**src/hdl/bpc_ram.sv**
```systemverilog
// Simple dual-port RAM: one write port, one registered read port.
`timescale 1ns / 1ps
module bpc_ram #(
  parameter int DEPTH = 256,
  parameter int WIDTH = 8
) (
  input  logic                     clk,
  input  logic                     we,
  input  logic [$clog2(DEPTH)-1:0] waddr,
  input  logic [WIDTH-1:0]         wdata,
  input  logic [$clog2(DEPTH)-1:0] raddr,
  output logic [WIDTH-1:0]         rdata
);

  logic [WIDTH-1:0] mem [DEPTH];

  always_ff @(posedge clk) begin
    if (we) begin
      mem[waddr] <= wdata;
    end
    rdata <= mem[raddr];
  end

endmodule

```
**config.mk**
```make
export PLATFORM = sky130hd
export DESIGN_NAME = bpc_ram
export DESIGN_NICKNAME = d
export VERILOG_FILES = /design/src/hdl/bpc_ram.sv
export SDC_FILE = /design/constraint.sdc
export NUM_CORES = 2
export LEC_CHECK = 0
export BUFFER_PORTS_ARGS = -buffer_cell sky130_fd_sc_hd__buf_2
export CAP_MARGIN = 20
export CORE_MARGIN = 10
export CORE_UTILIZATION = 63
export DETAILED_ROUTE_END_ITERATION = 6
export PLACE_DENSITY_LB_ADDON = 0.25
export SLEW_MARGIN = 20
export SYNTH_ARGS = -nofsm -noshare
export SYNTH_HDL_FRONTEND = slang
export SYNTH_SLANG_ARGS = --single-unit
```
**constraint.sdc**
```tcl
create_clock -name clk -period 2.55 [get_ports clk]
set_input_delay 0.1275 -clock clk [delete_from_list [all_inputs] [get_ports clk]]
set_output_delay 0.1275 -clock clk [all_outputs]
set_load 0.05 [all_outputs]
```
==> results.md <==
- Worst-Margin Slew: 0.9312 ns
- Crit-path cells: mux4_2, mux4_2, nor2b_1, nor4_4, buf_4, nor4_2
- Routed vias: 41430
- CP Data Required Time: 3.26 ns
- Crit-path max FO: 1
- Synth warn: 0
- Global-route wire length before repair: 287800 um
- Largest net degree at the start of global routing: 93
- Max-slew headroom: 37.92%
- DP HPWL: 123200 um
- TritonCTS clock tree: built
- Ys async rst share: 0%
- All-Layer GR Usage: 28.02%
- Reg clk slew, reported paths: 0.06 ns
- Antenna Nets Post-Route: 0
- Worst min path class: in -> reg
- Cts bufs inserted: 194
- Main synth FF type: edfxtp_1
- Static leakage: 29.83 nW
- Synth area leaders: edfxtp_1 (77%), mux4_2 (13%), mux2i_1 (1.7%)
- Die span in y: 375.4 um
- Mapped Nets: 3759
- Crit-path slowest cell: mux4_2
- Initial Util: 63.36%
- Layout cells sized above 1: 30.47%
- Vias per inst: 6.734
- Initial antenna violation count: 8
- Mapped cell area: 79560 um^2
- Fin. max-slew vios: 0
- Clock tree buffer depth: 3
- Total die area: 140900 um^2
- Vias in the first global route: 42180
- Die width: 375.4 um
- DRC violations left: 0
- RSZ-0062 raised after global routing: no
- Area growth, synth to finish: 15.82%
- GP Congestion: 0.8976
- Std-Cell Rows: 130
- Critical path class: reg -> reg
- Sinks on Clock Net: 2056
- Clock root buffer: clkbuf_16
- # Post-CTS Setup Buffers: 0
- Total grt overflow: 0
- Final hold vios: 0
- DR WL/cell: 32.01 um
- Final Critical Period: 2.473 ns
- DRT Pass-1 Iters: 6
- Worst-skew pair later-pin latency: 0.84 ns
- Port-buffer cells: 33
- 1st-iter DRT viols: 6124
- Cells after synthesis: 3733
- Post-Route WL: 196900 um
- Synth area leader: edfxtp_1
- Htree depth: 4
- Top cell family by delay on the critical path: multiplexers
- Final worst path period share: 96.99%
- Status: completed
- Most used cell, CP: mux4_2
- # nets final: 4353
- Core ar.: 125600 um^2
- Yosys cell types: 55
- Number of synthesized register bits: 2056
- Final Util: 73.38%
- Worst Skew: 0.03157 ns
- EDFF count, synth: 2048
- Area share of the largest cell type after synthesis: 77.30%
- Setup crit start kind: register
- Max Clock Freq: 0.4043 GHz
- Pwr/cell area: 754.9 nW/um^2
- Buf/Inv on CP: 1
- Final setup vio count: 0
- Max Cap Violations: 0
- Mean Syn Cell Area: 21.31 um^2
- Fin cells: 6152
- Cell total after placement: 5770
- Slowest stage delay, CP: 0.54 ns
- Arrival time of the worst setup path: 3.18 ns
- Max IR drop VDD: 0.0007801 V
- Crit. End Element: register
- Ports: 34
- Sequential area share after synthesis: 77.50%
-- worst min-delay path, stage by stage --
cell and delay (ns):
buf_2 0.17, nand3_1 0.18, nor2_1 0.06, buf_4 0.18
-- power breakdown --
group | internal [mW] | switching [mW]
combinational | 1.46 | 2.36
clock | 16.0 | 12.4
sequential | 37.2 | 0.0696
-- cells by family after synthesis --
| family | count (synthesis) | synth area share [%] |
|---|---|---|
| AO/OA/AOI/OAI | 385 | 3.419 |
| buffers and inverters | 235 | 1.831 |
| flip-flops | 2056 | 77.50 |
| multiplexers | 591 | 14.62 |
| AND/OR/NAND/NOR | 466 | 2.628 |
-- cell type report --
cell class / count / area [um^2]
Sequential cell: 2056 / 61660
Fill cell: 6847 / 33430
Multi-Input combinational cell: 1442 / 16550
Timing Repair Buffer: 631 / 5565
Clock buffer: 238 / 5062
Tap cell: 1650 / 2064
Clock inverter: 127 / 1215
Antenna cell: 6 / 15.01
Inverter: 2 / 7.507
-- cell usage after synthesis (all sizes together), types with 12 or more instances --
master and number:
a211oi 16, a21oi 96, a221oi 14, a22oi 133, buf 122, clkbuf 111
edfxtp 2048, mux2i 134, mux4 456, nand2 33, nand3 34, nor2 282
nor2b 31, nor3 22, nor4 27, o21ai 12, o221ai 47, o22ai 28
-- worst paths after layout --
path,start,end,slack (ns),cells past startpoint
max,mem[87][2],rdata[2],0.08,6
min,waddr[2],mem[205][3],0.07,4
max reg2reg,mem[87][2],rdata[2],0.08,6
min reg2reg,mem[33][5],rdata[5],1.14,7
-- repair_timing --
| action | 4_1_cts | 5_1_grt |
|---|---|---|
| hold buffers | 11 | 0 |
| setup endpoints to repair | 5 | 5 |
| gates resized for setup | 6 | 5 |
| endpoints found under the hold margin | 525 | 0 |
-- metrics by stage --
step	hold slack (ns)	setup WS, ns	area [um^2]	setup TNS (ns)	power, mW
finish	0.06837	0.07678	92140	0	69.56
global route	0.07784	0.007263	92130	0	71.20
CTS	0.001846	0.03867	92100	0	69.79
detailed placement	0.6738	-0.7822	85670	-3.659	41.78
global placement	0.6810	-0.7913	85660	-4.239	41.70
floorplan	0.2264	0.4846	79560	0	39.89
-- routing by layer --
layer	global-route usage, %	share of wire, %	vias up
li1	-	-	16900
met1	38.09	36	21420
met2	45.24	50	2682
met3	6.047	11	421
met4	10.20	3.6	10
met5	0	0.036	-
-- cells in the final DEF, fill, tap and decap left out, types with 10 or more instances in the layout --
master	netlist	routed
nor4_1	24	21
dlygate4sd3_1	0	11
nor3_1	22	17
buf_12	8	63
nor2_1	282	279
mux4_2	454	454
clkbuf_1	111	42
nand2_1	33	33
a221oi_1	13	13
clkbuf_16	0	196
buf_4	27	526
buf_2	31	21
nand3_1	34	34
nand4_1	10	10
o211ai_1	10	10
o22ai_1	28	28
a22oi_1	133	133
clkinv_1	1	55
mux2i_1	134	134
bufinv_16	0	18
o221ai_1	46	46
a21oi_1	96	96
clkinv_2	0	38
a211oi_1	16	16
edfxtp_1	2048	2048
o21ai_0	10	10
nor2b_1	31	28
-- sequential cells by signal (all words and copies together), names as in the netlist --
signal and cells:
rdata 8, mem 2048
Power figures use the tool's default switching activity.
