<file path="config.mk">
export PLATFORM = sky130hd
export DESIGN_NAME = bpc_engine
export DESIGN_NICKNAME = d
export VERILOG_FILES = /design/src/hdl/bpc_pkg.sv /design/src/hdl/bpc_engine.sv
export SDC_FILE = /design/constraint.sdc
export NUM_CORES = 1
export LEC_CHECK = 0
export ABC_AREA = 1
export BUFFER_PORTS_ARGS = -buffer_cell sky130_fd_sc_hd__buf_2
export CAP_MARGIN = 20
export CORE_MARGIN = 1
export CORE_UTILIZATION = 61
export DETAILED_ROUTE_END_ITERATION = 16
export PLACE_DENSITY_LB_ADDON = 0.25
export SLEW_MARGIN = 20
export SYNTH_ARGS = -nofsm -noshare
export SYNTH_HDL_FRONTEND = slang
export SYNTH_SLANG_ARGS = --single-unit
export TNS_END_PERCENT = 30
</file>
<file path="constraint.sdc">
create_clock -name clk -period 8.46 [get_ports clk]
set_input_delay 1.269 -clock clk [delete_from_list [all_inputs] [get_ports clk]]
set_output_delay 1.269 -clock clk [all_outputs]
set_load 0.03 [all_outputs]
</file>
<file path="src/hdl/bpc_pkg.sv">
// Package: shared constants, codes and types of the byte pair compressor.
`timescale 1ns / 1ps
package bpc_pkg;

  localparam int BUFFER_DEPTH_DEF = 2048;
  localparam int SYMBOL_SPACE_DEF = 512;
  localparam int DICT_DEPTH       = 256;
  localparam int ESC_SYMBOL       = 256;
  localparam int FIRST_SYMBOL     = 257;

  localparam logic [1:0] OP_LOAD = 2'd0;
  localparam logic [1:0] OP_RUN  = 2'd1;
  localparam logic [1:0] OP_DICT = 2'd2;
  localparam logic [1:0] OP_SYM  = 2'd3;

  localparam logic CFG_MIN_COUNT   = 1'b0;
  localparam logic CFG_MAX_ENTRIES = 1'b1;

  localparam logic [11:0] COUNT_MAX       = 12'hFFF;
  localparam logic [11:0] MIN_COUNT_RST   = 12'd4;
  localparam logic [7:0]  MAX_ENTRIES_RST = 8'd255;
  localparam logic [7:0]  ESC_BYTE        = 8'hFF;

  typedef struct packed {
    logic [11:0] min_count;
    logic [7:0]  max_entries;
  } cfg_t;

endpackage

</file>
<file path="src/hdl/bpc_engine.sv">
// Sequencer: load, readout and the iterative pair count / replace passes.
`timescale 1ns / 1ps
module bpc_engine
  import bpc_pkg::*;
#(
  parameter int BUFFER_DEPTH = BUFFER_DEPTH_DEF,
  parameter int SYMBOL_SPACE = SYMBOL_SPACE_DEF,
  localparam int AW  = $clog2(BUFFER_DEPTH),
  localparam int LW  = $clog2(BUFFER_DEPTH + 1),
  localparam int SW  = $clog2(SYMBOL_SPACE),
  localparam int CAW = $clog2(SYMBOL_SPACE * SYMBOL_SPACE),
  localparam int EW  = SW + 2
) (
  input  logic            clk,
  input  logic            rst_n,
  input  cfg_t            cfg,
  input  logic            in_valid,
  output logic            in_stall,
  input  logic [1:0]      in_operation,
  input  logic [7:0]      in_data_byte,
  input  logic            in_sentence_end,
  input  logic            in_block_end,
  output logic            out_valid,
  input  logic            out_stall,
  output logic [7:0]      out_entry_count,
  output logic [11:0]     out_symbol_count,
  output logic [8:0]      out_left_symbol,
  output logic [8:0]      out_right_symbol,
  output logic [8:0]      out_symbol,
  output logic            out_sentence_end,
  output logic            out_block_end,
  output logic            out_exhausted,
  output logic            out_overflow,
  output logic            sb_we,
  output logic [AW-1:0]   sb_waddr,
  output logic [EW-1:0]   sb_wdata,
  output logic [AW-1:0]   sb_raddr,
  input  logic [EW-1:0]   sb_rdata,
  output logic            ct_we,
  output logic [CAW-1:0]  ct_addr,
  output logic [11:0]     ct_wdata,
  input  logic [11:0]     ct_rdata,
  output logic            dc_we,
  output logic [7:0]      dc_waddr,
  output logic [2*SW-1:0] dc_wdata,
  output logic [7:0]      dc_raddr,
  input  logic [2*SW-1:0] dc_rdata
);

  localparam int YW = $clog2(SYMBOL_SPACE + 1);

  localparam logic [3:0] S_IDLE   = 4'd0;
  localparam logic [3:0] S_RES    = 4'd1;
  localparam logic [3:0] S_ROUND  = 4'd2;
  localparam logic [3:0] S_SCA    = 4'd3;
  localparam logic [3:0] S_SCB    = 4'd4;
  localparam logic [3:0] S_SCC    = 4'd5;
  localparam logic [3:0] S_SCD    = 4'd6;
  localparam logic [3:0] S_SCE    = 4'd7;
  localparam logic [3:0] S_DECIDE = 4'd8;
  localparam logic [3:0] S_RPA    = 4'd9;
  localparam logic [3:0] S_RPB    = 4'd10;
  localparam logic [3:0] S_RPC    = 4'd11;
  localparam logic [3:0] S_DICT   = 4'd12;

  logic [3:0]     state_r, state_nxt;
  logic [1:0]     op_r, op_nxt;
  logic           loading_r, loading_nxt;
  logic           compressed_r, compressed_nxt;
  logic           ovf_r, ovf_nxt;
  logic           esc_r, esc_nxt;
  logic           clear_r, clear_nxt;
  logic [LW-1:0]  len_r, len_nxt;
  logic [7:0]     dlen_r, dlen_nxt;
  logic [7:0]     rp0_r, rp0_nxt;
  logic [LW-1:0]  rp1_r, rp1_nxt;
  logic [LW-1:0]  i_r, i_nxt;
  logic [LW-1:0]  w_r, w_nxt;
  logic [YW-1:0]  sym_r, sym_nxt;
  logic [SW-1:0]  pa_r, pa_nxt, pb_r, pb_nxt, psym_r, psym_nxt;
  logic [SW-1:0]  a_r, a_nxt, b_r, b_nxt;
  logic [1:0]     am_r, am_nxt;
  logic [CAW-1:0] kidx_r, kidx_nxt;
  logic [11:0]    best_r, best_nxt;
  logic [SW-1:0]  best_a_r, best_a_nxt, best_b_r, best_b_nxt;

  logic           ov_r, ov_nxt;
  logic [7:0]     o_ent_r, o_ent_nxt;
  logic [11:0]    o_cnt_r, o_cnt_nxt;
  logic [8:0]     o_l_r, o_l_nxt, o_rt_r, o_rt_nxt, o_sym_r, o_sym_nxt;
  logic           o_se_r, o_se_nxt, o_be_r, o_be_nxt, o_ex_r, o_ex_nxt, o_of_r, o_of_nxt;

  logic [LW-1:0]  eff_len;
  logic [LW:0]    i1;
  logic [SW-1:0]  rd_sym;
  logic [1:0]     rd_mark;
  logic [11:0]    thresh;
  logic [11:0]    cinc;
  logic [CAW-1:0] a_ext;

  assign eff_len = loading_r ? len_r : '0;
  assign i1      = {1'b0, i_r} + (LW + 1)'(1);
  assign rd_sym  = sb_rdata[SW-1:0];
  assign rd_mark = sb_rdata[EW-1:SW];
  assign thresh  = (cfg.min_count == 12'd0) ? 12'd1 : cfg.min_count;
  assign cinc    = (ct_rdata < COUNT_MAX) ? ct_rdata + 12'd1 : ct_rdata;
  assign a_ext   = CAW'(a_r);

  assign in_stall = (state_r != S_IDLE);
  assign ct_addr  = kidx_r;
  assign dc_raddr = rp0_r;
  assign dc_waddr = dlen_r;
  assign dc_wdata = {pa_r, pb_r};

  assign out_valid        = ov_r;
  assign out_entry_count  = o_ent_r;
  assign out_symbol_count = o_cnt_r;
  assign out_left_symbol  = o_l_r;
  assign out_right_symbol = o_rt_r;
  assign out_symbol       = o_sym_r;
  assign out_sentence_end = o_se_r;
  assign out_block_end    = o_be_r;
  assign out_exhausted    = o_ex_r;
  assign out_overflow     = o_of_r;

  always_comb begin
    state_nxt = state_r;  op_nxt = op_r;  loading_nxt = loading_r;
    compressed_nxt = compressed_r;  ovf_nxt = ovf_r;  esc_nxt = esc_r;
    clear_nxt = clear_r;  len_nxt = len_r;  dlen_nxt = dlen_r;
    rp0_nxt = rp0_r;  rp1_nxt = rp1_r;  i_nxt = i_r;  w_nxt = w_r;
    sym_nxt = sym_r;  pa_nxt = pa_r;  pb_nxt = pb_r;  psym_nxt = psym_r;
    a_nxt = a_r;  b_nxt = b_r;  am_nxt = am_r;  kidx_nxt = kidx_r;
    best_nxt = best_r;  best_a_nxt = best_a_r;  best_b_nxt = best_b_r;
    ov_nxt = ov_r && out_stall;
    o_ent_nxt = o_ent_r;  o_cnt_nxt = o_cnt_r;  o_l_nxt = o_l_r;  o_rt_nxt = o_rt_r;
    o_sym_nxt = o_sym_r;  o_se_nxt = o_se_r;  o_be_nxt = o_be_r;
    o_ex_nxt = o_ex_r;  o_of_nxt = o_of_r;
    sb_we = 1'b0;  sb_waddr = w_r[AW-1:0];  sb_wdata = '0;
    sb_raddr = rp1_r[AW-1:0];
    ct_we = 1'b0;  ct_wdata = '0;  dc_we = 1'b0;

    unique case (state_r)
      S_IDLE: begin
        if (in_valid) begin
          unique case (in_operation)
            OP_LOAD: begin
              loading_nxt = 1'b1;
              if (!loading_r) begin
                dlen_nxt = '0;  rp0_nxt = '0;  rp1_nxt = '0;
                compressed_nxt = 1'b0;  ovf_nxt = 1'b0;
              end
              if (eff_len < LW'(BUFFER_DEPTH)) begin
                sb_we    = 1'b1;
                sb_waddr = eff_len[AW-1:0];
                sb_wdata = {in_block_end, in_sentence_end, SW'(in_data_byte)};
                len_nxt  = eff_len + LW'(1);
              end else begin
                ovf_nxt = 1'b1;
              end
            end
            OP_RUN: begin
              loading_nxt = 1'b0;
              op_nxt = OP_RUN;
              if (compressed_r) begin
                state_nxt = S_RES;
              end else begin
                pa_nxt = SW'(ESC_BYTE);  pb_nxt = SW'(ESC_BYTE);
                psym_nxt = SW'(ESC_SYMBOL);
                i_nxt = '0;  w_nxt = '0;  esc_nxt = 1'b1;  dlen_nxt = '0;
                state_nxt = S_RPA;
              end
            end
            OP_DICT, OP_SYM: begin
              loading_nxt = 1'b0;
              op_nxt = in_operation;
              state_nxt = S_RES;
            end
          endcase
        end
      end
      S_RPA: begin
        if (i_r >= len_r) begin
          len_nxt = w_r;
          if (esc_r) begin
            sym_nxt = YW'(FIRST_SYMBOL);
            state_nxt = S_ROUND;
          end else begin
            state_nxt = S_DICT;
          end
        end else begin
          sb_raddr = i_r[AW-1:0];
          state_nxt = S_RPB;
        end
      end
      S_RPB: begin
        a_nxt = rd_sym;  am_nxt = rd_mark;
        if (rd_mark == 2'b00 && i1 < {1'b0, len_r} && rd_sym == pa_r) begin
          sb_raddr = i1[AW-1:0];
          state_nxt = S_RPC;
        end else begin
          sb_we = 1'b1;  sb_wdata = {rd_mark, rd_sym};
          i_nxt = i1[LW-1:0];  w_nxt = w_r + LW'(1);
          state_nxt = S_RPA;
        end
      end
      S_RPC: begin
        sb_we = 1'b1;
        if (rd_sym == pb_r) begin
          sb_wdata = {rd_mark, psym_r};
          i_nxt = i_r + LW'(2);
        end else begin
          sb_wdata = {am_r, a_r};
          i_nxt = i1[LW-1:0];
        end
        w_nxt = w_r + LW'(1);
        state_nxt = S_RPA;
      end
      S_ROUND: begin
        if (sym_r < YW'(SYMBOL_SPACE) && dlen_r < cfg.max_entries) begin
          i_nxt = '0;  clear_nxt = 1'b1;
          state_nxt = S_SCA;
        end else begin
          state_nxt = S_RES;
        end
      end
      S_SCA: begin
        if (i1 < {1'b0, len_r}) begin
          sb_raddr = i_r[AW-1:0];
          state_nxt = S_SCB;
        end else if (clear_r) begin
          clear_nxt = 1'b0;  i_nxt = '0;  best_nxt = '0;
        end else begin
          state_nxt = S_DECIDE;
        end
      end
      S_SCB: begin
        a_nxt = rd_sym;
        if (rd_mark != 2'b00) begin
          i_nxt = i1[LW-1:0];
          state_nxt = S_SCA;
        end else begin
          sb_raddr = i1[AW-1:0];
          state_nxt = S_SCC;
        end
      end
      S_SCC: begin
        b_nxt = rd_sym;
        kidx_nxt = a_ext * CAW'(SYMBOL_SPACE) + CAW'(rd_sym);
        state_nxt = S_SCD;
      end
      S_SCD: begin
        if (clear_r) begin
          ct_we = 1'b1;
          i_nxt = i1[LW-1:0];
          state_nxt = S_SCA;
        end else begin
          state_nxt = S_SCE;
        end
      end
      S_SCE: begin
        ct_we = 1'b1;  ct_wdata = cinc;
        if (cinc > best_r) begin
          best_nxt = cinc;  best_a_nxt = a_r;  best_b_nxt = b_r;
        end
        i_nxt = i1[LW-1:0];
        state_nxt = S_SCA;
      end
      S_DECIDE: begin
        if (best_r < thresh) begin
          state_nxt = S_RES;
        end else begin
          pa_nxt = best_a_r;  pb_nxt = best_b_r;  psym_nxt = sym_r[SW-1:0];
          i_nxt = '0;  w_nxt = '0;  esc_nxt = 1'b0;
          state_nxt = S_RPA;
        end
      end
      S_DICT: begin
        dc_we = 1'b1;
        dlen_nxt = dlen_r + 8'd1;
        sym_nxt = sym_r + YW'(1);
        state_nxt = S_ROUND;
      end
      S_RES: begin
        if (!ov_r || !out_stall) begin
          ov_nxt = 1'b1;
          o_ent_nxt = dlen_r;  o_cnt_nxt = 12'(len_r);  o_of_nxt = ovf_r;
          o_l_nxt = '0;  o_rt_nxt = '0;  o_sym_nxt = '0;
          o_se_nxt = 1'b0;  o_be_nxt = 1'b0;  o_ex_nxt = 1'b0;
          unique case (op_r)
            OP_RUN: begin
              rp0_nxt = '0;  rp1_nxt = '0;  compressed_nxt = 1'b1;
            end
            OP_DICT: begin
              if (rp0_r < dlen_r) begin
                o_l_nxt  = dc_rdata[SW+8:SW];
                o_rt_nxt = dc_rdata[8:0];
                rp0_nxt  = rp0_r + 8'd1;
              end else begin
                o_ex_nxt = 1'b1;
              end
            end
            OP_SYM: begin
              if (rp1_r < len_r) begin
                o_sym_nxt = sb_rdata[8:0];
                o_se_nxt  = sb_rdata[SW];
                o_be_nxt  = sb_rdata[SW+1];
                rp1_nxt   = rp1_r + LW'(1);
              end else begin
                o_ex_nxt = 1'b1;
              end
            end
            default: o_ex_nxt = 1'b0;
          endcase
          state_nxt = S_IDLE;
        end
      end
      default: state_nxt = S_IDLE;
    endcase
  end

  always_ff @(posedge clk) begin
    if (!rst_n) begin
      state_r <= S_IDLE;  loading_r <= 1'b0;  compressed_r <= 1'b0;
      ovf_r <= 1'b0;  len_r <= '0;  dlen_r <= '0;  rp0_r <= '0;  rp1_r <= '0;
      ov_r <= 1'b0;  op_r <= OP_LOAD;  esc_r <= 1'b0;  clear_r <= 1'b0;
    end else begin
      state_r <= state_nxt;  loading_r <= loading_nxt;  compressed_r <= compressed_nxt;
      ovf_r <= ovf_nxt;  len_r <= len_nxt;  dlen_r <= dlen_nxt;
      rp0_r <= rp0_nxt;  rp1_r <= rp1_nxt;  ov_r <= ov_nxt;  op_r <= op_nxt;
      esc_r <= esc_nxt;  clear_r <= clear_nxt;
    end
  end

  always_ff @(posedge clk) begin
    i_r <= i_nxt;  w_r <= w_nxt;  sym_r <= sym_nxt;
    pa_r <= pa_nxt;  pb_r <= pb_nxt;  psym_r <= psym_nxt;
    a_r <= a_nxt;  b_r <= b_nxt;  am_r <= am_nxt;  kidx_r <= kidx_nxt;
    best_r <= best_nxt;  best_a_r <= best_a_nxt;  best_b_r <= best_b_nxt;
    o_ent_r <= o_ent_nxt;  o_cnt_r <= o_cnt_nxt;  o_l_r <= o_l_nxt;
    o_rt_r <= o_rt_nxt;  o_sym_r <= o_sym_nxt;  o_se_r <= o_se_nxt;
    o_be_r <= o_be_nxt;  o_ex_r <= o_ex_nxt;  o_of_r <= o_of_nxt;
  end

endmodule

</file>
==> run_results.csv <==
group,metric,value,unit
run_status,status,"finished clean",
detailed_routing,detail_route.drc_violations,0,
timing,worstMarginPinSlew,1.12,ns
timing,clock-skew-final,0.0162,ns
cts,cts.sink_count,223,
placement,placement.io_buffers,229,
cts,cts-root-to-sink-buffers,3,
power,total_power,0.00404,W
logic_synthesis,synth-seq-area-share,47.2,%
timing,setup_violations,0,
setup_path,critPathArrivalTime,4.93,ns
timing,finalSetupTns,0,ns
power,areal_power_density_over_the_cells,265,nW/um^2
cts,cts-htree-levels,1,
grt,vias_in_the_first_global_route,11200,
logic_synthesis,synthesis.nets,1764,
die,ios,230,
final_layout,num_antenna_cells,0,
power,static_leakage_power,6.96,nW
logic_synthesis,most_area_consuming_cells_after_synthesis,"sky130_fd_sc_hd__edfxtp_1, sky130_fd_sc_hd__nand2_1, sky130_fd_sc_hd__dfxtp_1, sky130_fd_sc_hd__ha_1, sky130_fd_sc_hd__inv_1",
die,initial_core_util,62.3,%
timing,finalCritPeriodShare,73.3,%
detailed_routing,ant_nets,0,
cts,holdBufCountCts,0,
detailed_routing,drt-vias-per-instance,5.69,
detailed_routing,drt-initial-drc-count,1054,
grt,track_usage,34.5,%
final_layout,post_route_cells_drive_above_1_share,16.8,%
cts,worstSkewPairLatency,0.52,ns
timing,timing_hold_violations_final,0,
cts,cts_setup_buffers,0,
min_path,hold_class,"flop to flop",
logic_synthesis,syn_avg_cell_area,8.15,um^2
timing,remaining_max_slew_budget_at_the_tightest_pin,25.1,%
detailed_routing,num_vias,12100,
detailed_routing,routedWlPerCell,17.8,um
power,ir_drop,0.172,mV
setup_path,worstPathMaxFanout,12,
setup_path,worstSetupStartpointType,"flop",
grt,grt_first_pass_wirelength,58.8,mm
die,fp-row-count,53,
logic_synthesis,post_synth_instance_area,13100,um^2
grt,globalRouteOverflowTotal,0,
logic_synthesis,yosys_register_bits,223,
setup_path,crit_path_largest_cell_delay,0.55,ns
setup_path,timing.critical_path.mode_cell,"sky130_fd_sc_hd__nand2_1",
setup_path,critical_path_required,7.19,ns
logic_synthesis,ys_async_sr_fraction,0,%
timing,post-route-min-period,6.20,ns
timing,timing_max_transition_violations_final,0,
logic_synthesis,ys.flop_type,"sky130_fd_sc_hd__edfxtp_1",
setup_path,crit_buf_inv,5,
die,core_region_area,21000,um^2
setup_path,end_kind,"output pin",
cts,cts-buffers-inserted,24,
setup_path,timing.critical_path.cells,"inv_1, nor3_1, nand2_1, nor2_1, nand3_1, xor2_1, o21ai_0, inv_1, ha_1, nand3_1, nor2_1, nand2_1, nand4_1, nor2_1, nand2_1, inv_1, nand2_1, nand2_2, inv_1, nand2_1, nand4_1, buf_2",
cts,cts_repair_resize_count,0,
detailed_routing,route.final.wire_length,37.7,mm
grt,grt_start_max_net_pins,34,
grt,antenna_found_initial,0,
placement,place.gp.congestion,0.997,
logic_synthesis,synth_enable_flop_cells,171,
logic_synthesis,yosys_warnings,0,
die,die_h,148,um
setup_path,timing.setup.critical_path_class,"flop to output pin",
final_layout,nNetsFinal,1992,
final_layout,n_fill_cell,1626,
placement,detailed_place_hpwl,28.2,mm
cts,tritoncts,"built",
flow_run,cap_viol_max_count,0,
logic_synthesis,synthCells,1606,
logic_synthesis,netlist.top_cell.by_area,"sky130_fd_sc_hd__edfxtp_1",
timing,clock.fmax,0.161,GHz
timing,grt_setup_unrepaired,"false",
detailed_routing,drt-pass1-iter-count,6,
logic_synthesis,synth_top_cell_area_share,39.2,%
die,fp.dieW,148,um
cts,cts_root_buf,"sky130_fd_sc_hd__clkbuf_16",
final_layout,syn_to_final_growth,16.6,%
setup_path,cp_slowest_cell,"sky130_fd_sc_hd__edfxtp_1",
cts,cts.reportedPaths.clkPinSlew,0.07,ns
die,floorplan.die_area,22000,um^2
logic_synthesis,yosys.cell_types.count,45,
setup_path,cp_top_family,"simple AND/OR/NAND/NOR gates",
[state kept, by name (all words and copies together) (netlist names), 9 cells and up]
register,count
best_r,12
i_r,12
len_r,12
out_symbol_count,12
rp1_r,12
w_r,12
ct_addr,10
sym_r,10
a_r,9
best_a_r,9
best_b_r,9
out_left_symbol,9
out_right_symbol,9
out_symbol,9
pa_r,9
pb_r,9
psym_r,9
[cell usage in the layout (no fill, tap or decap), drive strengths merged, types with 34 or more instances in the layout]
cell type,count
nor3,34
edfxtp,171
ha,81
a21oi,110
buf,236
inv,249
nand2,322
dfxtp,52
nand3,96
nor2,195
o21ai,124
[synth_stat cells (3+ instances only)]
| cell type | n |
|---|---|
| sky130_fd_sc_hd__a21oi_1 | 110 |
| sky130_fd_sc_hd__dfxtp_1 | 52 |
| sky130_fd_sc_hd__o211ai_1 | 4 |
| sky130_fd_sc_hd__a31oi_1 | 5 |
| sky130_fd_sc_hd__a22oi_1 | 9 |
| sky130_fd_sc_hd__and3_1 | 3 |
| sky130_fd_sc_hd__xor2_1 | 24 |
| sky130_fd_sc_hd__nand2_1 | 316 |
| sky130_fd_sc_hd__o21ai_0 | 120 |
| sky130_fd_sc_hd__nand3_1 | 96 |
| sky130_fd_sc_hd__o22ai_1 | 6 |
| sky130_fd_sc_hd__nor4_1 | 5 |
| sky130_fd_sc_hd__inv_2 | 5 |
| sky130_fd_sc_hd__a211oi_1 | 5 |
| sky130_fd_sc_hd__or2_2 | 19 |
| sky130_fd_sc_hd__nor3_1 | 33 |
| sky130_fd_sc_hd__inv_1 | 244 |
| sky130_fd_sc_hd__buf_4 | 3 |
| sky130_fd_sc_hd__nand2_2 | 5 |
| sky130_fd_sc_hd__nand4_1 | 26 |
| sky130_fd_sc_hd__nor2_1 | 191 |
| sky130_fd_sc_hd__ha_1 | 81 |
| sky130_fd_sc_hd__o21ai_1 | 4 |
| sky130_fd_sc_hd__xnor2_1 | 12 |
| sky130_fd_sc_hd__clkbuf_1 | 23 |
| sky130_fd_sc_hd__edfxtp_1 | 171 |
| sky130_fd_sc_hd__buf_1 | 4 |
| sky130_fd_sc_hd__nor3b_1 | 4 |
| sky130_fd_sc_hd__o21a_1 | 4 |
| sky130_fd_sc_hd__buf_2 | 4 |
[stage by stage]
step / setup WS [ns] / hold WS [ns] / area [um^2] / utilization (%) / cells
3_5_place_dp: 2.90 / 0.431 / 14500 / 69.0 / 2083
5_1_grt: 1.77 / 0.453 / 15300 / 72.6 / 2121
3_3_place_gp: 3.00 / 0.426 / 14500 / 69.0 / 2083
4_1_cts: 2.32 / 0.446 / 15300 / 72.6 / 2121
2_1_floorplan: 3.92 / 0.409 / 13100 / - / 1606
6_report: 2.26 / 0.446 / 15300 / 72.6 / 2121
[per-layer routing]
| layer | routed length (um) | track usage, % |
|---|---|---|
| met5 | 0 | 0 |
| met4 | 1290 | 12.4 |
| met3 | 3430 | 5.03 |
| met2 | 17600 | 56.7 |
| met1 | 15400 | 46.5 |
[final cells by class]
cell class	instances	area, um^2	area share, %
tap	275	344	2.25
clock inverter	6	66.3	0.435
clock buffer	32	682	4.47
sequential	223	6180	40.5
multi-input combinational	1099	5860	38.4
timing repair buffer	236	1200	7.85
inverter	250	938	6.15
[path summary, 6_finish.rpt]
kind	start	to	slack, ns	cells past startpoint
worst max-delay path	i_r[3]$_DFFE_PP_	sb_wdata[7]	2.26	22
worst min-delay path	b_r[6]$_DFFE_PP_	best_b_r[6]$_DFFE_PP_	0.45	0
worst max register to register	i_r[3]$_DFFE_PP_	i_r[4]$_DFFE_PP_	3.84	18
worst min register to register	b_r[6]$_DFFE_PP_	best_b_r[6]$_DFFE_PP_	0.45	0
[power breakdown]
| part | internal (W) | leakage [nW] | switching (W) | total [W] |
|---|---|---|---|---|
| Sequential | 0.00141 | 1.98 | 0.000178 | 0.00159 |
| Clock | 0.000593 | 0.363 | 0.000423 | 0.00102 |
| Combinational | 0.000403 | 4.62 | 0.00103 | 0.00143 |
[logic make-up after synthesis]
group	count (synthesis)	share of synthesized area, %
xor gates and xnor gates	36	2.41
and+or+nand+nor	707	23.2
buffers and inverters	284	8.27
DFF	223	47.2
AOI/OAI and AO/OA	275	11.2
adders and majority gates	81	7.74
No activity file was read; power rests on OpenSTA's default activity.
